--- src/sv/assert_macros.svh ---
// Assertion macros used by the allocator top level.
// Expects signals named clk and rst_n in the including scope.
`ifndef ASSERT_MACROS_SVH
`define ASSERT_MACROS_SVH

// Consequent checked in the same cycle as the antecedent.
`define OTIA_ASSERT_SAME(label, ante, cons) \
    label: assert property (@(posedge clk) disable iff (!rst_n) (ante) |-> (cons)) \
        else $error("allocator check failed in the same cycle");

// Consequent checked in the cycle after the antecedent.
`define OTIA_ASSERT_NEXT(label, ante, cons) \
    label: assert property (@(posedge clk) disable iff (!rst_n) (ante) |=> (cons)) \
        else $error("allocator check failed one cycle later");

`endif

--- src/sv/otia_pkg.sv ---
// Types and codes for the owner-tagged id allocator.
// No dependencies; used by otia_seq and the top level.
`default_nettype none

package otia_pkg;

    localparam int TAG_W   = 20;
    localparam int CTX_W   = 32;
    localparam int ENTRY_W = CTX_W + TAG_W;

    localparam logic [4:0] IDS_IN_USE_RESET = 5'd16;

    localparam logic [1:0] KIND_GRAB    = 2'd0;
    localparam logic [1:0] KIND_PUT     = 2'd1;
    localparam logic [1:0] KIND_RELEASE = 2'd2;
    localparam logic [1:0] KIND_INVALID = 2'd3;

    localparam logic [1:0] ST_OK      = 2'd0;
    localparam logic [1:0] ST_NOFREE  = 2'd1;
    localparam logic [1:0] ST_INVALID = 2'd2;

    localparam logic [3:0] GRANT_NONE = 4'hF;

    typedef struct packed {
        logic [1:0]       kind;
        logic [3:0]       entry_index;
        logic [CTX_W-1:0] context_number;
        logic [TAG_W-1:0] owner_tag;
    } req_t;

    typedef struct packed {
        logic       done;
        logic [1:0] status;
        logic [3:0] granted_index;
        logic [4:0] released_count;
    } rsp_t;

endpackage

`default_nettype wire

--- src/sv/otia_ram.sv ---
// Generic simple dual-port RAM: one write port, one read port, registered read.
// No dependencies.
`default_nettype none

module otia_ram #(
    parameter int WIDTH = 52,
    parameter int DEPTH = 16
) (
    input  wire logic                     clk,
    input  wire logic                     we,
    input  wire logic [$clog2(DEPTH)-1:0] waddr,
    input  wire logic [WIDTH-1:0]         wdata,
    input  wire logic [$clog2(DEPTH)-1:0] raddr,
    output logic      [WIDTH-1:0]         rdata
);

    logic [WIDTH-1:0] mem [DEPTH];

    always_ff @(posedge clk)
    begin
        if (we)
        begin
            mem[waddr] <= wdata;
        end
        rdata <= mem[raddr];
    end

endmodule

`default_nettype wire

--- src/sv/otia_seq.sv ---
// Request sequencer: owned flags, grab scan and release scan over the entry RAM.
// Depends on otia_pkg; drives the entry RAM ports of otia_ram.
`default_nettype none

module otia_seq #(
    parameter int NUM_ENTRIES = 16
) (
    input  wire logic                             clk,
    input  wire logic                             rst_n,
    input  wire logic                             start,
    input  wire otia_pkg::req_t                   req,
    input  wire logic [4:0]                       ids_in_use,
    output logic                                  busy,
    output logic                                  ram_we,
    output logic      [$clog2(NUM_ENTRIES)-1:0]   ram_waddr,
    output logic      [otia_pkg::ENTRY_W-1:0]     ram_wdata,
    output logic      [$clog2(NUM_ENTRIES)-1:0]   ram_raddr,
    input  wire logic [otia_pkg::ENTRY_W-1:0]     ram_rdata,
    output otia_pkg::rsp_t                        rsp
);

    localparam int IW = $clog2(NUM_ENTRIES);
    localparam int CW = $clog2(NUM_ENTRIES + 1);
    localparam int LW = (CW > 5) ? CW : 5;

    localparam logic [1:0] S_IDLE = 2'd0;
    localparam logic [1:0] S_GRAB = 2'd1;
    localparam logic [1:0] S_REL  = 2'd2;

    logic [1:0]                   state_reg, state_next;
    logic [NUM_ENTRIES-1:0]       owned_reg, owned_next;
    logic [CW-1:0]                scan_reg, scan_next;
    logic [CW-1:0]                limit_reg, limit_next;
    logic [CW-1:0]                count_reg, count_next;
    logic [otia_pkg::TAG_W-1:0]   tag_reg, tag_next;
    logic [otia_pkg::CTX_W-1:0]   ctx_reg, ctx_next;
    logic                         cmp_vld_reg, cmp_vld_next;
    logic [IW-1:0]                cmp_idx_reg, cmp_idx_next;
    otia_pkg::rsp_t               rsp_reg, rsp_next;

    logic          accept;
    logic [CW-1:0] limit_w;
    logic          put_in_range;
    logic [IW-1:0] put_idx;
    logic [IW-1:0] scan_idx;
    logic          hit;
    logic [CW-1:0] rel_sum;

    assign accept       = start && (state_reg == S_IDLE);
    assign busy         = (state_reg != S_IDLE);
    assign limit_w      = (LW'(ids_in_use) > LW'(NUM_ENTRIES)) ? CW'(NUM_ENTRIES)
                                                               : CW'(ids_in_use);
    assign put_in_range = LW'(req.entry_index) < LW'(NUM_ENTRIES);
    assign put_idx      = IW'(req.entry_index);
    assign scan_idx     = scan_reg[IW-1:0];
    assign hit          = cmp_vld_reg && owned_reg[cmp_idx_reg]
                          && (ram_rdata[otia_pkg::TAG_W-1:0] == tag_reg);
    assign rel_sum      = count_reg + CW'(hit);

    assign ram_waddr = scan_idx;
    assign ram_wdata = {ctx_reg, tag_reg};
    assign ram_raddr = scan_idx;
    assign rsp       = rsp_reg;

    always_comb
    begin
        state_next   = state_reg;
        owned_next   = owned_reg;
        scan_next    = scan_reg;
        limit_next   = limit_reg;
        count_next   = count_reg;
        tag_next     = tag_reg;
        ctx_next     = ctx_reg;
        cmp_vld_next = 1'b0;
        cmp_idx_next = cmp_idx_reg;
        rsp_next     = '0;
        ram_we       = 1'b0;

        case (state_reg)
            S_IDLE:
            begin
                if (accept)
                begin
                    tag_next   = req.owner_tag;
                    ctx_next   = req.context_number;
                    scan_next  = '0;
                    count_next = '0;
                    case (req.kind)
                        otia_pkg::KIND_GRAB:
                        begin
                            limit_next = limit_w;
                            state_next = S_GRAB;
                        end
                        otia_pkg::KIND_PUT:
                        begin
                            rsp_next.done   = 1'b1;
                            rsp_next.status = otia_pkg::ST_OK;
                            if (put_in_range)
                            begin
                                rsp_next.released_count = 5'(owned_reg[put_idx]);
                                owned_next[put_idx]     = 1'b0;
                            end
                        end
                        otia_pkg::KIND_RELEASE:
                        begin
                            state_next = S_REL;
                        end
                        default:
                        begin
                            rsp_next.done   = 1'b1;
                            rsp_next.status = otia_pkg::ST_INVALID;
                        end
                    endcase
                end
            end
            S_GRAB:
            begin
                if (scan_reg == limit_reg)
                begin
                    rsp_next.done          = 1'b1;
                    rsp_next.status        = otia_pkg::ST_NOFREE;
                    rsp_next.granted_index = otia_pkg::GRANT_NONE;
                    state_next             = S_IDLE;
                end
                else if (!owned_reg[scan_idx])
                begin
                    // claim the entry and record its owner in the RAM
                    owned_next[scan_idx]   = 1'b1;
                    ram_we                 = 1'b1;
                    rsp_next.done          = 1'b1;
                    rsp_next.status        = otia_pkg::ST_OK;
                    rsp_next.granted_index = 4'(scan_reg);
                    state_next             = S_IDLE;
                end
                else
                begin
                    scan_next = scan_reg + CW'(1);
                end
            end
            S_REL:
            begin
                // read one entry a cycle; compare its tag in the cycle after the read
                if (scan_reg != CW'(NUM_ENTRIES))
                begin
                    scan_next    = scan_reg + CW'(1);
                    cmp_vld_next = 1'b1;
                    cmp_idx_next = scan_idx;
                end
                if (hit)
                begin
                    owned_next[cmp_idx_reg] = 1'b0;
                end
                count_next = rel_sum;
                if (cmp_vld_reg && (cmp_idx_reg == IW'(NUM_ENTRIES - 1)))
                begin
                    rsp_next.done           = 1'b1;
                    rsp_next.status         = otia_pkg::ST_OK;
                    rsp_next.released_count = 5'(rel_sum);
                    cmp_vld_next            = 1'b0;
                    state_next              = S_IDLE;
                end
            end
            default:
            begin
                state_next = S_IDLE;
            end
        endcase
    end

    always_ff @(posedge clk or negedge rst_n)
    begin
        if (!rst_n)
        begin
            state_reg   <= S_IDLE;
            owned_reg   <= '0;
            cmp_vld_reg <= 1'b0;
            rsp_reg     <= '0;
        end
        else
        begin
            state_reg   <= state_next;
            owned_reg   <= owned_next;
            cmp_vld_reg <= cmp_vld_next;
            rsp_reg     <= rsp_next;
        end
    end

    always_ff @(posedge clk)
    begin
        scan_reg    <= scan_next;
        limit_reg   <= limit_next;
        count_reg   <= count_next;
        tag_reg     <= tag_next;
        ctx_reg     <= ctx_next;
        cmp_idx_reg <= cmp_idx_next;
    end

endmodule

`default_nettype wire

--- src/sv/owner_tagged_id_allocator_top.sv ---
// Top level of the owner-tagged id allocator: config register, sequencer, entry RAM.
// Depends on otia_pkg, otia_seq, otia_ram and assert_macros.svh.
//
// Usage:
//   A request beat is taken at a rising edge with start high and busy low.
//   kind selects grab (0), put by index (1), release all of an owner (2);
//   any other kind is answered as invalid. Every request gives one result,
//   shown for exactly one cycle with done high; the receiver cannot stall it.
//   Put and invalid requests: done in the cycle after the accepting edge,
//   busy stays low, so a new request may follow at once.
//   Grab: the scan walks the owned flags one entry per cycle from entry 0
//   over the first min(ids_in_use, NUM_ENTRIES) entries; the first free
//   entry is claimed and granted, a full pool is answered with no-free status.
//   Release: one entry RAM read per cycle over all NUM_ENTRIES entries plus
//   one compare stage; done follows the compare of the last entry.
//   The RAM read port sets this rate. busy is high while a scan runs.
//   cfg_we writes ids_in_use (reset 16) from cfg_wdata; write it only while
//   no request is in flight.
//   Reset clears all owned flags at once and sets ids_in_use to 16; no
//   clearing pass runs, the first request may be taken right after reset.
`default_nettype none
`include "assert_macros.svh"

module owner_tagged_id_allocator_top #(
    parameter int NUM_ENTRIES = 16
) (
    input  wire logic        clk,
    input  wire logic        rst_n,
    input  wire logic        start,
    output logic             busy,
    input  wire logic [1:0]  kind,
    input  wire logic [3:0]  entry_index,
    input  wire logic [31:0] context_number,
    input  wire logic [19:0] owner_tag,
    output logic             done,
    output logic      [1:0]  status,
    output logic      [3:0]  granted_index,
    output logic      [4:0]  released_count,
    input  wire logic        cfg_we,
    input  wire logic [4:0]  cfg_wdata
);

    localparam int AW = $clog2(NUM_ENTRIES);

    logic [4:0]                     ids_in_use_reg;
    otia_pkg::req_t                 req;
    otia_pkg::rsp_t                 rsp;
    logic                           ram_we;
    logic [AW-1:0]                  ram_waddr;
    logic [otia_pkg::ENTRY_W-1:0]   ram_wdata;
    logic [AW-1:0]                  ram_raddr;
    logic [otia_pkg::ENTRY_W-1:0]   ram_rdata;
    logic                           acc_put;
    logic                           acc_invalid;
    logic                           nofree_done;
    logic                           nofree_shape;

    always_ff @(posedge clk or negedge rst_n)
    begin
        if (!rst_n)
        begin
            ids_in_use_reg <= otia_pkg::IDS_IN_USE_RESET;
        end
        else if (cfg_we)
        begin
            ids_in_use_reg <= cfg_wdata;
        end
    end

    assign req.kind           = kind;
    assign req.entry_index    = entry_index;
    assign req.context_number = context_number;
    assign req.owner_tag      = owner_tag;

    otia_seq #(
        .NUM_ENTRIES (NUM_ENTRIES)
    ) u_seq (
        .clk        (clk),
        .rst_n      (rst_n),
        .start      (start),
        .req        (req),
        .ids_in_use (ids_in_use_reg),
        .busy       (busy),
        .ram_we     (ram_we),
        .ram_waddr  (ram_waddr),
        .ram_wdata  (ram_wdata),
        .ram_raddr  (ram_raddr),
        .ram_rdata  (ram_rdata),
        .rsp        (rsp)
    );

    otia_ram #(
        .WIDTH (otia_pkg::ENTRY_W),
        .DEPTH (NUM_ENTRIES)
    ) u_entry_ram (
        .clk   (clk),
        .we    (ram_we),
        .waddr (ram_waddr),
        .wdata (ram_wdata),
        .raddr (ram_raddr),
        .rdata (ram_rdata)
    );

    assign done           = rsp.done;
    assign status         = rsp.status;
    assign granted_index  = rsp.granted_index;
    assign released_count = rsp.released_count;

    assign acc_put      = start && !busy && (kind == otia_pkg::KIND_PUT);
    assign acc_invalid  = start && !busy && (kind == otia_pkg::KIND_INVALID);
    assign nofree_done  = done && (status == otia_pkg::ST_NOFREE);
    assign nofree_shape = (granted_index == otia_pkg::GRANT_NONE) && (released_count == 5'd0);

    `OTIA_ASSERT_NEXT(a_invalid_answered, acc_invalid, done && status == otia_pkg::ST_INVALID)
    `OTIA_ASSERT_NEXT(a_put_answered, acc_put, done && !busy && status == otia_pkg::ST_OK)
    `OTIA_ASSERT_SAME(a_nofree_shape, nofree_done, nofree_shape)

endmodule

`default_nettype wire
--- config.mk ---
export PLATFORM = sky130hd
export DESIGN_NAME = owner_tagged_id_allocator_top
export DESIGN_NICKNAME = d
export VERILOG_FILES = /design/src/sv/otia_pkg.sv /design/src/sv/otia_ram.sv /design/src/sv/otia_seq.sv /design/src/sv/owner_tagged_id_allocator_top.sv
export VERILOG_INCLUDE_DIRS = /design/src /design/src/sv
export SDC_FILE = /design/constraint.sdc
export NUM_CORES = 1
export LEC_CHECK = 0
export BUFFER_PORTS_ARGS = -buffer_cell sky130_fd_sc_hd__buf_4
export CORE_ASPECT_RATIO = 0.5
export CORE_MARGIN = 8
export CORE_UTILIZATION = 50
export CTS_BUF_LIST = sky130_fd_sc_hd__clkbuf_4 sky130_fd_sc_hd__clkbuf_8
export DETAILED_ROUTE_END_ITERATION = 6
export PLACE_DENSITY = 0.66
export SYNTH_ARGS = -nofsm -noshare
export SYNTH_HDL_FRONTEND = slang
export SYNTH_HIERARCHICAL = 1
export SYNTH_SLANG_ARGS = --single-unit
--- constraint.sdc ---
create_clock -name clk -period 8.4 [get_ports clk]
set_clock_uncertainty 0.2 [all_clocks]
set_input_delay 0.84 -clock clk [delete_from_list [all_inputs] [get_ports clk]]
set_output_delay 0.84 -clock clk [all_outputs]
set_load 0.01 [all_outputs]
==> run summary, run 1 <==
CP Max Fanout - 26
Post-synth net total - 971
Met3 usage - 3.69%
DIE HEIGHT - 145 µm
Worst hold slack - 210 ps
Met1 Usage GRT - 24.5%
Initial antenna violation count - 0
Largest register FFs - 320
First-pass GRT wire length - 54000 µm
Post-CTS setup buffers - 0
Avg Cell Area, Syn - 18.6 µm²
Pwr/cell area - 328 nW/µm²
Setup TNS - 0 ps
Site Rows - 47
Final setup violation count - 0
Routed Antenna Nets - 0
Port Buf Inserts - 47
Max-Cap Viols - 0
Cts bufs inserted - 57
Starting Density - 50.5%
Met2 usage - 29.2%
RSZ-0062 raised after global routing - false
Worst slew pin tran - 1090 ps
ANT cells - 0
Warnings, synthesis - 6
Status - completed
Max_slew headroom - 27.2%
Vias per cell - 5.90
CP delay by family, top - simple AND/OR/NAND/NOR gates
Critical-path cell list - buf_4 -> mux4_2 -> mux4_2 -> nor3_1 -> or3b_2 -> nor3_2 -> buf_4
Post-route DRC - 0
Initial DRC count - 786
Detail Placement HPWL - 20100 µm
Minimum clock period - 4040 ps
Hold Vio Cnt, Final - 0
Via count - 8563
Bufs and invs on worst path - 2
Pleak - 6.28 nW
Core area - 32900 µm²
Slowest-stage cell, CP - edfxtp_1
Layout cell share with drive strength beyond 1 - 29.2%
Worst VDD drop - 221 µV
Critical Path Start - u_seq/scan_reg[1]$_SDFFCE_PN0P_
Final wirelength - 35400 µm
Largest net degree at the start of global routing - 66
Global route total overflow - 0
WP data required - 8460 ps
Hold Crit Start - owner_tag[12]
GR Util All Layers - 17.8%
Drt first pass iters - 5
DIE WIDTH - 274 µm
Clock insertion delay at the later pin of the skew report - 600 ps
Commonest non-fill, non-tap cell in the layout - edfxtp_1
Min-delay worst type - primary input to register
CP Capture Type - register
Post-layout power - 6.09 mW
CP startpoint kind - register
Fin. max-slew vios - 0
TritonCTS clock tree - done
Routability congestion estimate - 0.877
Most frequent cells in the layout - edfxtp_1 (359), mux4_2 (94), buf_4 (74), clkbuf_8 (61), a22oi_1 (42)
Die area - 39700 µm²
Crit path DAT - 4100 ps
Critical path's largest stage delay - 610 ps
GRT busiest layer - met2
H-tree Lvls - 2
Fmax - 248 MHz
I/O Pins - 80
Cell area after synthesis - 16600 µm²
P&R area growth vs syn - 11.7%
Clock sinks - 415
Maximum clock path buffer count - 3
Crit Path Category - register to register
Clock-pin slew on the worst setup and hold paths - 70 ps
Final period utilization - 48.1%
Clk root buf - clkbuf_8
Reg-to-Reg Start - u_seq/scan_reg[1]$_SDFFCE_PN0P_
NumNets Final - 1040
Number of global-route vias before repair - 8913
Synthesized instance count - 893
WL/cell - 24.4 µm
-- worst register-to-register path: stages (launching register included) --
cell      delay, ps
edfxtp_1        610
buf_4           440
mux4_2          390
mux4_2          530
nor3_1          450
or3b_2          570
nor3_2          120
buf_4           380
-- power by group --
group	leakage, nW	total, mW	internal [mW]	switching, mW
clock	0.621	1.53	0.798	0.734
sequential	3.88	2.84	2.61	0.225
combinational	1.78	1.72	0.761	0.960
total	6.28	6.09	4.17	1.92
-- cell type report --
| cell class | instances | area [µm²] |
|---|---|---|
| well taps | 441 | 552 |
| flip-flops and latches | 415 | 12100 |
| clock inverters | 19 | 92.6 |
| repair buffers | 75 | 566 |
| clock buffers | 89 | 1050 |
| multi-input cells | 399 | 4200 |
| inverters | 14 | 52.6 |
| fillers | 2506 | 14300 |
-- stage by stage --
stage	area [µm²]	worst slack (ps)	utilization, %	instances
after global routing	18600	4170	56.5	1452
after global placement	17400	4400	53.0	1343
after floorplan	16600	3960	-	893
after detailed placement	17400	4340	53.0	1343
final	18600	4360	56.5	1452
after CTS	18600	4310	56.5	1452
-- worst paths after layout --
path	to	slack (ps)	cells past startpoint
setup / recovery	u_entry_ram/mem[0][5]$_DFFE_PP_	4360	7
hold / removal	u_seq/tag_reg[12]$_DFFE_PP_	210	1
setup reg to reg	u_entry_ram/mem[0][5]$_DFFE_PP_	4360	7
hold reg to reg	ids_in_use_reg[3]$_DFFE_PN0P_	300	1
max in group asynchronous	ids_in_use_reg[4]$_DFFE_PN1P_	7120	2
min in group asynchronous	u_seq/owned_reg[9]$_DFFE_PN0P_	530	2
-- routing by layer --
metal | wire length (µm) | vias up
met5 | 0 | -
met4 | 459 | 0
met3 | 2120 | 43
met2 | 17500 | 284
met1 | 15400 | 4506
li1 | - | 3730
-- what timing repair did --
| action | CTS | global route |
|---|---|---|
| endpoints found under the hold margin | 35 | 0 |
| gates resized for setup | 0 | 0 |
| hold buffers | 1 | 0 |
Power figures use the tool's default switching activity.
==> run 2, diff against run 1 <==
Clock period 8.4 ns to 3.8 ns, I/O delays scaled along.
==> run summary, run 2 (synthesis gave the netlist of run 1 again) <==
Vias per cell - 5.80 (was 5.90)
Fin. max-slew vios - 0 (unchanged)
Hold Vio Cnt, Final - 0 (unchanged)
Final wirelength - 35900 µm (was 35400 µm)
Status - completed (unchanged)
Site Rows - 47 (unchanged)
Routed Antenna Nets - 0 (unchanged)
Global route total overflow - 0 (unchanged)
Commonest non-fill, non-tap cell in the layout - edfxtp_1 (unchanged)
Pwr/cell area - 717 nW/µm² (was 328 nW/µm²)
Post-layout power - 13.8 mW (was 6.09 mW)
Post-route DRC - 0 (unchanged)
DIE HEIGHT - 145 µm (unchanged)
RSZ-0062 raised after global routing - false (unchanged)
Port Buf Inserts - 47 (unchanged)
First-pass GRT wire length - 55600 µm (was 54000 µm)
DIE WIDTH - 274 µm (unchanged)
Net load switching power - 4.35 mW (was 1.92 mW)
Clock-pin slew on the worst setup and hold paths - 70 ps (about the same)
Via count - 8776 (was 8563)
Sw frac - 31.4% (was 31.5%)
Worst hold slack - 80.5 ps (was 210 ps)
GRT busiest layer - met2 (unchanged)
Fmax - 284 MHz (was 248 MHz)
Initial DRC count - 1089 (was 786)
GR Util All Layers - 18.2% (was 17.8%)
Core area - 32900 µm² (unchanged)
Pleak - 6.62 nW (was 6.28 nW)
Max-Cap Viols - 0 (unchanged)
Final period utilization - 92.5% (was 48.1%)
Worst slew pin tran - 1220 ps (was 1090 ps)
Fin util - 58.6% (was 56.5%)
Clk root buf - clkbuf_8 (unchanged)
WL/cell - 23.7 µm (was 24.4 µm)
Cts bufs inserted - 56 (was 57)
Most frequent cells in the layout - edfxtp_1 (359), buf_4 (103), mux4_2 (94), clkbuf_8 (65), a22oi_1 (42) (was edfxtp_1 (359), mux4_2 (94), buf_4 (74), clkbuf_8 (61), a22oi_1 (42))
Crit Path Category - register to register (unchanged)
Met1 Usage GRT - 25.8% (was 24.5%)
Crit path DAT - 3600 ps (was 4100 ps)
ANT cells - 0 (unchanged)
Detail Placement HPWL - 22500 µm (was 20100 µm)
Final setup violation count - 0 (unchanged)
Worst VDD drop - 485 µV (was 221 µV)
Initial antenna violation count - 1 (was 0)
Max_slew headroom - 18.2% (was 27.2%)
Setup TNS - 0 ps (unchanged)
Die area - 39700 µm² (unchanged)
Minimum clock period - 3520 ps (was 4040 ps)
CTS resizes - 0 (unchanged)
Clock insertion delay at the later pin of the skew report - 620 ps (was 600 ps)
CP Capture Type - register (unchanged)
Comb pwr share - 29.8% (was 28.2%)
Largest net degree at the start of global routing - 94 (was 66)
H-tree Lvls - 2 (unchanged)
Maximum clock path buffer count - 3 (unchanged)
Number of global-route vias before repair - 9190 (was 8913)
Clk pwr share - 25.6% (was 25.2%)
Min-delay worst type - primary input to asynchronous set/reset pin (was primary input to register)
CP startpoint kind - register (unchanged)
Largest register FFs - 320 (unchanged)
Drt first pass iters - 5 (unchanged)
P&R area growth vs syn - 15.9% (was 11.7%)
Layout cell share with drive strength beyond 1 - 30.5% (was 29.2%)
I/O Pins - 80 (unchanged)
Met3 usage - 3.66% (was 3.69%)
NumNets Final - 1105 (was 1040)
Sequential Power Share - 44.6% (was 46.6%)
WP data required - 3880 ps (was 8460 ps)
Starting Density - 50.5% (unchanged)
TritonCTS clock tree - done (unchanged)
Pint - 9.48 mW (was 4.17 mW)
Fill cell count - 2415 (was 2506)
Clock sinks - 415 (unchanged)
Routability congestion estimate - 0.853 (was 0.877)
CP Max Fanout - 20 (was 26)
Met2 usage - 29.1% (was 29.2%)
-- run 2: cell types whose count changed in the layout (fill, tap and decap cells not counted), moves of 4 or more --
| cell | delta |
|---|---|
| buf_12 | +4 |
| nor3_4 | +4 |
| buf_4 | +29 |
| clkbuf_4 | -9 |
| dlygate4sd3_1 | +33 |
| clkbuf_8 | +4 |
| clkinv_1 | -4 |
| nor3_2 | -4 |
-- run 2: final timing paths --
kind	startpoint	endpoint	slack (ps)	depth (start not counted)
min in group clk	start	u_seq/state_reg[1]$_DFFE_PN0P_	110	4
max	u_seq/scan_reg[3]$_SDFFCE_PN0P_	u_entry_ram/mem[2][0]$_DFFE_PP_	280	8
max in group asynchronous	rst_n	ids_in_use_reg[4]$_DFFE_PN1P_	2940	2
min	rst_n	u_seq/owned_reg[6]$_DFFE_PN0P_	80	2
max reg2reg	u_seq/scan_reg[3]$_SDFFCE_PN0P_	u_entry_ram/mem[2][0]$_DFFE_PP_	280	8
min reg2reg	u_seq/tag_reg[12]$_DFFE_PP_	u_entry_ram/mem[4][12]$_DFFE_PP_	350	0
-- run 2: what timing repair did --
action / in CTS / in global routing
hold buffers: 34 / 0
setup buffers: 0 / 0
endpoints found under the hold margin: 71 / 0
-- run 2: area by class of cell --
class / instances / area [µm²] / share of cell area [%]
timing repair buffer: 141 / 1190 / 6.19
multi-input combinational: 399 / 4220 / 21.9
tap: 441 / 552 / 2.86
inverter: 14 / 52.6 / 0.272
clock inverter: 19 / 155 / 0.804
sequential: 415 / 12100 / 62.6
clock buffer: 84 / 1040 / 5.38
-- run 2: stage by stage --
| stage | area [µm²] | setup slack [ps] | std cells |
|---|---|---|---|
| final | 19300 | 285 | 1513 |
| after global routing | 19300 | 130 | 1513 |
| after CTS | 19300 | 294 | 1513 |
| after detailed placement | 17800 | 302 | 1376 |
| after global placement | 17800 | 350 | 1376 |
| after floorplan | 16700 | -89.7 | 893 |
-- run 2: routing by layer --
layer	vias up	routed length, µm
met2	340	17200
met4	2	690
met5	-	13
met1	4518	15700
li1	3853	-
met3	63	2280
-- run 2: power by group through the flow --
stage / Sequential (mW) / Combinational, mW / Clock (mW)
floorplan: 6.17 / 3.02 / 0
global placement: 6.24 / 4.07 / 0
detailed placement: 6.26 / 4.10 / 0
CTS: 6.17 / 4.15 / 3.62
global route: 6.24 / 4.46 / 3.81
finish: 6.17 / 4.12 / 3.54
-- run 2: critical path, stage by stage, from the launching register on --
cell and delay, ps:
edfxtp_1 450, buf_4 310, mux4_2 350, mux4_2 500, nor3_1 260, buf_4 190, or3b_2 530, nor2_2 150
buf_4 250
==> run 3, diff against run 2 <==
Settings changed: REMOVE_ABC_BUFFERS set to 1.
==> run summary, run 3 (synthesis gave the netlist of run 1 again) <==
Maximum clock path buffer count - 3 (unchanged)
Most frequent cells in the layout - edfxtp_1 (359), buf_4 (97), mux4_2 (94), clkbuf_8 (60), a22oi_1 (42) (was edfxtp_1 (359), buf_4 (103), mux4_2 (94), clkbuf_8 (65), a22oi_1 (42))
NumNets Final - 1102 (was 1105)
CP delay by family, top - simple AND/OR/NAND/NOR gates (unchanged)
Comb pwr share - 30.5% (was 29.8%)
Vias per cell - 5.89 (was 5.80)
Critical Path Start - u_seq/scan_reg[1]$_SDFFCE_PN0P_ (was u_seq/scan_reg[3]$_SDFFCE_PN0P_)
Clock sinks - 415 (unchanged)
Largest register FFs - 320 (unchanged)
CP Max Fanout - 9 (was 20)
Post-CTS setup buffers - 0 (unchanged)
CP Capture Type - register (unchanged)
Sequential Power Share - 45.2% (was 44.6%)
P&R area growth vs syn - 15.4% (was 15.9%)
WL/cell - 24.2 µm (was 23.7 µm)
Minimum clock period - 3720 ps (was 3520 ps)
Pwr/cell area - 711 nW/µm² (was 717 nW/µm²)
Clock insertion delay at the later pin of the skew report - 610 ps (was 620 ps)
Cts bufs inserted - 56 (unchanged)
ANT cells - 0 (unchanged)
Pint - 9.30 mW (was 9.48 mW)
Slowest-stage cell, CP - mux4_2 (was or3b_2)
Sw frac - 31.8% (was 31.4%)
WP data required - 3900 ps (was 3880 ps)
DIE WIDTH - 274 µm (unchanged)
GR Util All Layers - 18.3% (was 18.2%)
Reg-to-reg setup timing slack - 80 ps (was 280 ps)
Post-layout power - 13.6 mW (was 13.8 mW)
CP startpoint kind - register (unchanged)
First-pass GRT wire length - 55500 µm (was 55600 µm)
Starting Density - 50.5% (unchanged)
Global route total overflow - 0 (unchanged)
Max-Cap Viols - 0 (unchanged)
Fill cell count - 2460 (was 2415)
DIE HEIGHT - 145 µm (unchanged)
FF-to-FF End - u_entry_ram/mem[9][3]$_DFFE_PP_ (was u_entry_ram/mem[2][0]$_DFFE_PP_)
FF/Latch Area - 12100 µm² (unchanged)
Port Buf Inserts - 47 (unchanged)
Max_slew headroom - 47.4% (was 18.2%)
Drt first pass iters - 4 (was 5)
Initial antenna violation count - 0 (was 1)
Final period utilization - 97.9% (was 92.5%)
Post-Place Cells - 1373 (was 1376)
Post-DP Area - 17800 µm² (about the same)
R2r worst-path depth - 7 (was 8)
I/O Pins - 80 (unchanged)
Die area - 39700 µm² (unchanged)
Fin. max-slew vios - 0 (unchanged)
Critical path's largest stage delay - 560 ps (was 530 ps)
Crit path to - u_entry_ram/mem[9][3]$_DFFE_PP_ (was u_entry_ram/mem[2][0]$_DFFE_PP_)
H-tree Lvls - 2 (unchanged)
Detail Placement HPWL - 21800 µm (was 22500 µm)
Routability congestion estimate - 0.826 (was 0.853)
Final setup violation count - 0 (unchanged)
Final wirelength - 36600 µm (was 35900 µm)
Clk root buf - clkbuf_8 (unchanged)
Final std cells w/o fill - 1512 (was 1513)
Number of global-route vias before repair - 9266 (was 9190)
Layout cell share with drive strength beyond 1 - 29.7% (was 30.5%)
Fmax - 269 MHz (was 284 MHz)
Commonest non-fill, non-tap cell in the layout - edfxtp_1 (unchanged)
Initial DRC count - 809 (was 1089)
Critical-path cell list - mux4_2 -> mux4_2 -> nor3_1 -> buf_4 -> nand3b_1 -> nor2_2 -> buf_4 (was buf_4 -> mux4_2 -> mux4_2 -> nor3_1 -> buf_4 -> or3b_2 -> nor2_2 -> buf_4)
Bufs and invs on worst path - 2 (was 3)
Reg-to-Reg Start - u_seq/scan_reg[1]$_SDFFCE_PN0P_ (was u_seq/scan_reg[3]$_SDFFCE_PN0P_)
Site Rows - 47 (unchanged)
Clk pwr share - 24.3% (was 25.6%)
Post-route DRC - 0 (unchanged)
Hold Vio Cnt, Final - 0 (unchanged)
TritonCTS clock tree - done (unchanged)
Pleak - 6.56 nW (was 6.62 nW)
Worst VDD drop - 507 µV (was 485 µV)
Crit Path Category - register to register (unchanged)
RSZ-0062 raised after global routing - false (unchanged)
Core area - 32900 µm² (unchanged)
Crit path DAT - 3820 ps (was 3600 ps)
Min-delay worst type - primary input to asynchronous set/reset pin (unchanged)
Design area - 19200 µm² (was 19300 µm²)
Stages on the worst setup path - 7 (was 8)
Multi-input gate area - 4200 µm² (was 4220 µm²)
Worst slew pin tran - 788 ps (was 1220 ps)
Clock-pin slew on the worst setup and hold paths - 60 ps (was 70 ps)
Status - completed (unchanged)
Routed Antenna Nets - 0 (unchanged)
Largest net degree at the start of global routing - 95 (was 94)
Net load switching power - 4.35 mW (about the same)
Worst hold slack - 80.0 ps (was 80.5 ps)
Via count - 8911 (was 8776)
## run 3: cell types whose count changed in the layout (fill, tap and decap cells not counted), moves of 4 or more
cell      delta
nor3_2       +4
clkbuf_4     -5
nor3_4       -4
buf_4        -6
clkinv_1     +8
clkbuf_8     -5
## run 3: per-stage QoR
| stage | util [%] | setup WS [ps] | setup TNS [ps] |
|---|---|---|---|
| floorplan | - | -3520 | -1007550 |
| global placement | 53.9 | 152 | 0 |
| detailed placement | 53.9 | 116 | 0 |
| CTS | 58.3 | 119 | 0 |
| global route | 58.3 | 1.05 | 0 |
| finish | 58.3 | 80.2 | 0 |
## run 3: worst min path at each step
stage / slack [ps] / startpoint / cells after the start / endpoint
CTS: 70 / rst_n / 2 / u_seq/owned_reg[6]$_DFFE_PN0P_
finish: 80 / rst_n / 2 / u_seq/owned_reg[11]$_DFFE_PN0P_
floorplan: -120 / rst_n / 0 / ids_in_use_reg[0]$_DFFE_PN0P_
global route: 100 / rst_n / 2 / u_seq/owned_reg[6]$_DFFE_PN0P_
global placement: 170 / rst_n / 1 / u_seq/owned_reg[11]$_DFFE_PN0P_
detailed placement: 180 / rst_n / 1 / u_seq/rsp[0]$_DFF_PN0_
## run 3: per-layer routing
metal / track usage (%) / vias up / routed length (µm)
met4: 3.65 / 0 / 424
met2: 29.6 / 317 / 17900
met3: 3.33 / 40 / 2530
met1: 25.9 / 4696 / 15700
li1: - / 3858 / -
met5: 0 / - / 0
## run 3: what timing repair did
action                                  4_1_cts  5_1_grt
endpoints found under the hold margin        70        0
endpoints found under the setup margin        0        5
hold buffers                                 34        0
resized for setup                             0        1
## run 3: layout make-up
class / instances / share of cell area (%)
Timing Repair Buffer: 138 / 6.29
Inverter: 14 / 0.274
Multi-Input combinational cell: 399 / 21.9
Clock buffer: 74 / 4.85
Sequential cell: 415 / 62.9
Tap cell: 441 / 2.87
Clock inverter: 31 / 0.906
## run 3: power by group through the flow
| stage | Sequential (mW) | Combinational, mW | Clock (mW) |
|---|---|---|---|
| after global routing | 6.23 | 4.48 | 3.56 |
| after CTS | 6.16 | 4.19 | 3.39 |
| after global placement | 6.22 | 4.07 | 0 |
| after detailed placement | 6.25 | 4.14 | 0 |
| after floorplan | 6.54 | 2.48 | 0 |
| final | 6.16 | 4.16 | 3.32 |
